## src/rtl/lrukv_pkg.sv

```systemverilog
`default_nettype none
// ----------------------------------------------------------------------------
// lrukv_pkg
// Types and constants shared by the lru key/value cache modules.
// ----------------------------------------------------------------------------
package lrukv_pkg;

  typedef logic signed [31:0] key_t;
  typedef logic signed [31:0] value_t;

  localparam int CAP_W = 5;
  typedef logic [CAP_W-1:0] cap_t;

  localparam cap_t   CAP_RESET  = 5'd16;
  localparam logic   ACTION_GET = 1'b0;
  localparam logic   ACTION_PUT = 1'b1;
  localparam value_t MISS_VALUE = -32'sd1;
  localparam value_t PUT_VALUE  = 32'sd0;

  typedef struct packed {
    logic   action;
    key_t   key;
    value_t value_in;
  } item_t;

  typedef struct packed {
    logic   found;
    value_t read_value;
  } result_t;

endpackage

`default_nettype wire

```

## src/rtl/lrukv_lookup.sv

```systemverilog
`default_nettype none
// ----------------------------------------------------------------------------
// lrukv_lookup
// Parallel key compare over the valid slots, first match and its value.
// ----------------------------------------------------------------------------
module lrukv_lookup #(
  parameter int ENTRIES = 16,
  localparam int OCC_W = $clog2(ENTRIES + 1)
) (
  input  wire logic               clk,
  input  wire logic               rst,
  input  wire lrukv_pkg::key_t    key,
  input  wire lrukv_pkg::key_t    slot_key [ENTRIES],
  input  wire lrukv_pkg::value_t  slot_value [ENTRIES],
  input  wire logic [OCC_W-1:0]   occupancy,
  output logic                    hit,
  output logic [ENTRIES-1:0]      first,
  output lrukv_pkg::value_t       hit_value
);
  import lrukv_pkg::*;

  logic [ENTRIES-1:0] match;

  always_comb begin
    for (int i = 0; i < ENTRIES; i++) begin
      match[i] = (OCC_W'(i) < occupancy) && (slot_key[i] == key);
    end
  end

  // lowest set bit, i.e. the most recent matching slot
  assign first = match & (~match + ENTRIES'(1));
  assign hit   = |match;

  always_comb begin
    hit_value = '0;
    for (int i = 0; i < ENTRIES; i++) begin
      hit_value = hit_value | (first[i] ? slot_value[i] : value_t'(0));
    end
  end

`ifndef NO_ASSERTIONS
  a_first_onehot : assert property (@(posedge clk) disable iff (rst) $onehot0(first))
    else $error("more than one first match");
  a_first_hit : assert property (@(posedge clk) disable iff (rst) hit == (first != '0))
    else $error("hit and first match disagree");
  a_first_in_match : assert property (@(posedge clk) disable iff (rst) (first & ~match) == '0)
    else $error("first match outside match vector");
`endif

endmodule

`default_nettype wire

```

## src/rtl/lrukv_store.sv

```systemverilog
`default_nettype none
// ----------------------------------------------------------------------------
// lrukv_store
// Slot registers kept in recency order, with one-step shift and fill count.
// ----------------------------------------------------------------------------
module lrukv_store #(
  parameter int ENTRIES = 16,
  localparam int OCC_W = $clog2(ENTRIES + 1)
) (
  input  wire logic               clk,
  input  wire logic               rst,
  input  wire logic               update,
  input  wire lrukv_pkg::item_t   item,
  input  wire logic               hit,
  input  wire logic [ENTRIES-1:0] first,
  input  wire lrukv_pkg::value_t  hit_value,
  input  wire logic [OCC_W-1:0]   eff_cap,
  output lrukv_pkg::key_t         slot_key [ENTRIES],
  output lrukv_pkg::value_t       slot_value [ENTRIES],
  output logic [OCC_W-1:0]        occupancy
);
  import lrukv_pkg::*;

  logic               is_put;
  logic               write;
  logic [ENTRIES-1:0] shift_mask;
  value_t             front_value;
  logic [OCC_W-1:0]   occupancy_next;

  assign is_put = (item.action == ACTION_PUT);
  assign write  = update && (hit || is_put);

  // on a hit only slots up to the hit position move back
  assign shift_mask  = hit ? (first | (first - ENTRIES'(1))) : '1;
  assign front_value = (is_put || !hit) ? item.value_in : hit_value;

  assign occupancy_next = (occupancy >= eff_cap) ? eff_cap : occupancy + OCC_W'(1);

  always_ff @(posedge clk) begin
    if (write) begin
      slot_key[0]   <= item.key;
      slot_value[0] <= front_value;
      for (int i = 1; i < ENTRIES; i++) begin
        if (shift_mask[i]) begin
          slot_key[i]   <= slot_key[i-1];
          slot_value[i] <= slot_value[i-1];
        end
      end
    end
  end

  always_ff @(posedge clk) begin
    if (rst) begin
      occupancy <= '0;
    end else if (update && is_put && !hit) begin
      occupancy <= occupancy_next;
    end
  end

`ifndef NO_ASSERTIONS
  a_occ_bound : assert property (@(posedge clk) disable iff (rst)
      occupancy <= OCC_W'(ENTRIES))
    else $error("occupancy beyond entries");
  a_get_keeps_occ : assert property (@(posedge clk) disable iff (rst)
      update && item.action == ACTION_GET |=> $stable(occupancy))
    else $error("get changed occupancy");
  a_insert_fills : assert property (@(posedge clk) disable iff (rst)
      update && is_put && !hit |=> occupancy != '0)
    else $error("insert left cache empty");
`endif

endmodule

`default_nettype wire

```

## src/rtl/lru_key_value_cache.sv

```systemverilog
`default_nettype none
// ----------------------------------------------------------------------------
// lru_key_value_cache
// Fully associative key/value cache with least-recently-used replacement.
//
//   channel  ports                        handshake
//   request  start, busy, item            beat taken when start && !busy
//   result   done, result                 one-cycle strobe, no back-pressure
//   config   cfg_valid, cfg_ready, cfg_data  beat taken when valid && ready
//
// A request beat is registered, then looked up and applied in the next cycle;
// done is high in the cycle after that, one result per request.
// A new request can be taken every cycle: the compare across all slots and
// the one-step recency shift are both combinational on the staged item.
// busy and cfg_ready are only held off during reset; the cache comes out of
// reset empty with capacity 16.
// ----------------------------------------------------------------------------
module lru_key_value_cache #(
  parameter int ENTRIES = 16
) (
  input  wire logic              clk,
  input  wire logic              rst,
  input  wire logic              start,
  output logic                   busy,
  input  wire lrukv_pkg::item_t  item,
  output logic                   done,
  output lrukv_pkg::result_t     result,
  input  wire logic              cfg_valid,
  output logic                   cfg_ready,
  input  wire logic [lrukv_pkg::CAP_W-1:0] cfg_data
);
  import lrukv_pkg::*;

  localparam int OCC_W = $clog2(ENTRIES + 1);
  localparam int CW    = (OCC_W > CAP_W) ? OCC_W : CAP_W;

  item_t            staged;
  logic             staged_valid;
  cap_t             capacity;
  logic [CW-1:0]    cap_ext;
  logic [CW-1:0]    cap_sat;
  logic [OCC_W-1:0] eff_cap;

  key_t             slot_key [ENTRIES];
  value_t           slot_value [ENTRIES];
  logic [OCC_W-1:0] occupancy;
  logic             hit;
  logic [ENTRIES-1:0] first;
  value_t           hit_value;
  result_t          result_next;

  assign busy      = rst;
  assign cfg_ready = !rst;

  always_ff @(posedge clk) begin
    if (rst) begin
      capacity <= CAP_RESET;
    end else if (cfg_valid && cfg_ready) begin
      capacity <= cfg_data;
    end
  end

  // zero counts as one, anything above the slot count saturates
  assign cap_ext = CW'(capacity);
  assign cap_sat = (capacity == '0) ? CW'(1) :
                   (cap_ext > CW'(ENTRIES)) ? CW'(ENTRIES) : cap_ext;
  assign eff_cap = cap_sat[OCC_W-1:0];

  always_ff @(posedge clk) begin
    if (start && !busy) begin
      staged <= item;
    end
  end

  always_ff @(posedge clk) begin
    if (rst) begin
      staged_valid <= 1'b0;
    end else begin
      staged_valid <= start && !busy;
    end
  end

  lrukv_lookup #(.ENTRIES(ENTRIES)) u_lookup (
    .clk        (clk),
    .rst        (rst),
    .key        (staged.key),
    .slot_key   (slot_key),
    .slot_value (slot_value),
    .occupancy  (occupancy),
    .hit        (hit),
    .first      (first),
    .hit_value  (hit_value)
  );

  lrukv_store #(.ENTRIES(ENTRIES)) u_store (
    .clk        (clk),
    .rst        (rst),
    .update     (staged_valid),
    .item       (staged),
    .hit        (hit),
    .first      (first),
    .hit_value  (hit_value),
    .eff_cap    (eff_cap),
    .slot_key   (slot_key),
    .slot_value (slot_value),
    .occupancy  (occupancy)
  );

  always_comb begin
    result_next.found = hit;
    if (staged.action == ACTION_PUT) begin
      result_next.read_value = PUT_VALUE;
    end else if (hit) begin
      result_next.read_value = hit_value;
    end else begin
      result_next.read_value = MISS_VALUE;
    end
  end

  always_ff @(posedge clk) begin
    if (staged_valid) begin
      result <= result_next;
    end
  end

  always_ff @(posedge clk) begin
    if (rst) begin
      done <= 1'b0;
    end else begin
      done <= staged_valid;
    end
  end

`ifndef NO_ASSERTIONS
  a_beat_gives_result : assert property (@(posedge clk) disable iff (rst)
      staged_valid |=> done)
    else $error("request beat without result");
  a_no_spurious_result : assert property (@(posedge clk) disable iff (rst)
      !staged_valid |=> !done)
    else $error("result without request beat");
  a_eff_cap_range : assert property (@(posedge clk) disable iff (rst)
      eff_cap != '0 && eff_cap <= OCC_W'(ENTRIES))
    else $error("effective capacity out of range");
`endif

endmodule

`default_nettype wire
```

## config.mk

```make
export PLATFORM = sky130hd
export DESIGN_NAME = lru_key_value_cache
export DESIGN_NICKNAME = d
export VERILOG_FILES = /design/src/rtl/lrukv_pkg.sv /design/src/rtl/lrukv_lookup.sv /design/src/rtl/lrukv_store.sv /design/src/rtl/lru_key_value_cache.sv
export SDC_FILE = /design/constraint.sdc
export NUM_CORES = 2
export LEC_CHECK = 0
export BUFFER_PORTS_ARGS = -buffer_cell sky130_fd_sc_hd__buf_4
export CAP_MARGIN = 20
export CELL_PAD_IN_SITES_DETAIL_PLACEMENT = 1
export CELL_PAD_IN_SITES_GLOBAL_PLACEMENT = 1
export CORE_ASPECT_RATIO = 2
export CORE_MARGIN = 4
export CORE_UTILIZATION = 52
export CTS_BUF_LIST = sky130_fd_sc_hd__clkbuf_4 sky130_fd_sc_hd__clkbuf_8
export DETAILED_ROUTE_END_ITERATION = 10
export GPL_TIMING_DRIVEN = 0
export PLACE_DENSITY = 0.88
export REMOVE_ABC_BUFFERS = 1
export SYNTH_ARGS = -nofsm -noshare
export SYNTH_HDL_FRONTEND = slang
export SYNTH_HIERARCHICAL = 1
export SYNTH_SLANG_ARGS = --single-unit
```

## constraint.sdc

```tcl
create_clock -name clk -period 20.1 [get_ports clk]
set_input_delay 0 -clock clk [delete_from_list [all_inputs] [get_ports clk]]
set_output_delay 0 -clock clk [all_outputs]
set_load 0.01 [all_outputs]
```

==> out/results.tsv <==
metric	value	unit
Max FO, Critical Path	72	
# resized after CTS	0	
RSZ-0062 raised after global routing	no	
htree depth	4	
Main synth FF type	edfxtp_1	
initial core utilization	0.526	
gpl congestion	0.954	
routed via count	34500	
CP cell instances	xnor2_1 -> nand4_1 -> nor4_1 -> nand3_2 -> inv_2 -> buf_12 -> or4b_4 -> buf_16 -> nor3_4 -> or4b_4 -> o21ai_2 -> clkinv_4 -> o21ai_0 -> o31ai_4 -> buf_16 -> buf_16 -> buf_8	
Fin. Hold Viols	0	
DR vias/cell	7.23	
largest net degree at the start of global routing	73	
end of the worst hold path	staged[39]	
hold_sp	rst	
r2r worst-path depth	17	
die area	0.0969	mm^2
final core utilization	0.621	
GR Overflow Total	0	
Worst path slowest cell	edfxtp_1	
flops & latches, synth	1134	
maximum vdd drop	0.0000840	V
ratio of cells with drive above 1 in the final layout	0.191	
Synth area leader	edfxtp_1	
clk sinks	1134	
initial DRC count	5550	
Max Fclk	0.101	GHz
Core Footprint	0.0908	mm^2
CTS root buffer	clkbuf_8	
EDFF count, synth	1122	
slowest cell delay on critical path	1130	ps
worst endpoint required time	20720	ps
hpwl dp	113	mm
worst hold margin	156	ps
Worst Skew	81.1	ps
# rows	156	
first-pass GRT wire length	273	mm
yosys warns	6	
register area share after synthesis	0.711	
IO Pins	110	
Tightest Pin Transition	1270	ps
Setup CP Type	reg2reg	
Final Max Slew Viols	0	
outcome	finished clean	
Worst-path clk slew	90	ps
Total GRT Usage	0.397	
clk buf depth	3	
CTS tree	done	
Mapped Cells	3109	
Post-Syn Area per Cell	15.3	um^2
Synth Cell Area	0.0477	mm^2
Lkg Pwr	18.5	nW
PwrDens	90.8	mW/mm^2
Period Utilization, post-route	0.493	
critical path's most frequent cell	buf_16	
final net count	3531	
FF-to-FF Start	staged[51]	
DR DRC count	0	
I/O Buffers	109	
vias in the first global route	36200	
Routed Antenna Nets	0	
async set-reset flop share out of synthesis	0	
Worst Hold Depth	3	
Pwr Total	5.12	mW
area share of the largest cell type after synthesis	0.706	
fin crit period	9910	ps
startpoint types	flip-flop	
clk_lat worst skew	940	ps
# Post-CTS Setup Buffers	0	
area delta synth->final	18.2	%
cells taking the most area after synthesis	edfxtp_1 (71%), xor2_1 (6.0%), xnor2_1 (3.4%), nor4_1 (1.9%), nand4_1 (1.6%)	
post-synth cell types	68	
reg-to-reg endpoint	u_store/slot_key[12]	
Worst EP arrival	10520	ps
mean routed wirelength per cell	41.7	um
endpoint class of the critical path	flip-flop	
Num CTS Buffers	156	
first-pass iteration count of the detailed router	7	
type of the worst min-delay path	in2reg	
initial antenna violation count	8	
Die W	222	um
r2r setup slk	10190	ps
relative slew slack	0.150	
Final setup viols	0	
Post-Route WL	199	mm
Die Span Y	436	um
Max-Cap Viols	0	
-- flip-flops by register name, indices dropped and copies added, names as in the netlist --
signal and flops:
result 33, u_store/occupancy 5, u_store/slot_key 512, cap_ext 5, staged 65, done 1
u_store/slot_value 512, staged_valid 1
-- cells in the mapped netlist (all sizes together), types with 3 or more instances --
master   instances
nor3            90
inv            114
mux2            32
nor2b            8
a22oi           32
or4b             3
nand2b           4
nor3b           33
o32ai           32
a21oi           37
mux2i            6
and2             3
xnor2          186
a311oi          33
o221a           32
clkbuf          86
nand2          180
edfxtp        1122
nor2            90
or4              4
ha               6
nand3           54
o21ai           39
a221oi          32
nand4b           3
o31a             7
nand4          124
or3             12
a22o            32
a21o             4
a31oi           13
a2111oi         34
nor4           149
buf            123
dfxtp           12
xor2           326
-- per-stage QoR --
step	instances	cell area [um^2]	setup slack, ps	setup TNS, ps
after floorplan	2900	46500	7570	0
after global placement	4194	48800	-12550	-4957230
after detailed placement	4302	51100	10850	0
after CTS	4742	55900	10720	0
after global routing	4764	56400	10340	0
final	4766	56400	10190	0
-- worst max-delay path by stage --
stage	from	endpoint	cells past startpoint
floorplan	staged[57]	u_store/slot_key[32]	8
finish	staged[51]	u_store/slot_key[12]	17
detailed placement	staged[40]	u_store/slot_value[12]	17
global route	staged[49]	u_store/slot_key[22]	17
CTS	staged[51]	u_store/slot_key[12]	17
global placement	staged[48]	u_store/slot_value[45]	8
-- critical path: cells and delay by family, from the launching register on --
kind / cells / cell delay, ps
buf+inv: 7 / 2760
compound gates: 3 / 1840
flops: 1 / 1130
simple gates: 6 / 3250
xor+xnor: 1 / 390
-- power breakdown --
group | total, mW | internal (mW) | leakage, nW | switching (mW)
combinational | 0.338 | 0.126 | 6.40 | 0.212
clock | 2.02 | 0.974 | 1.71 | 1.05
sequential | 2.76 | 2.67 | 10.4 | 0.0869
-- placed cells by master, fill, tap and decap left out, types with 33 or more instances in the layout --
master            n
edfxtp_1       1122
xor2_1          326
xnor2_1         185
nand2_1         178
clkbuf_8        158
dlygate4sd3_1   155
nor4_1          141
nand4_1         121
buf_4           118
inv_1           112
nor3_1           83
nor2_1           82
clkbuf_4         53
nand3_1          51
buf_12           48
a21oi_1          37
buf_16           36
o21ai_0          36
nor3b_1          33
-- area by class of cell --
type,count,area (um^2)
Fill cell,8070,34400
Sequential cell,1134,33900
Multi-Input combinational cell,1651,12400
Timing Repair Buffer,393,4830
Clock buffer,210,2560
Tap cell,1185,1480
Clock inverter,75,673
Inverter,115,437
Antenna cell,3,7.51
-- metal layers --
| layer | global-route usage | wire length, um |
|---|---|---|
| met1 | 0.408 | 56600 |
| met2 | 0.651 | 94200 |
| met3 | 0.114 | 22700 |
| met4 | 0.358 | 25100 |
| met5 | 0.00554 | 76 |
-- timing repair --
action                                  in CTS  in global routing
endpoints found under the setup margin       0                  0
hold endpoints to repair                   142                  0
hold buffers                               155                  0
-- logic make-up after synthesis --
family          count (synthesis)  synth area share
flops                        1134             0.711
simple gates                  764            0.0871
xor+xnor                      512            0.0940
compound gates                331            0.0634
buf+inv                       324            0.0339
mux                            38           0.00881
fa+ha+maj                       6           0.00157
Note: power is estimated with default switching activity, not from simulation.
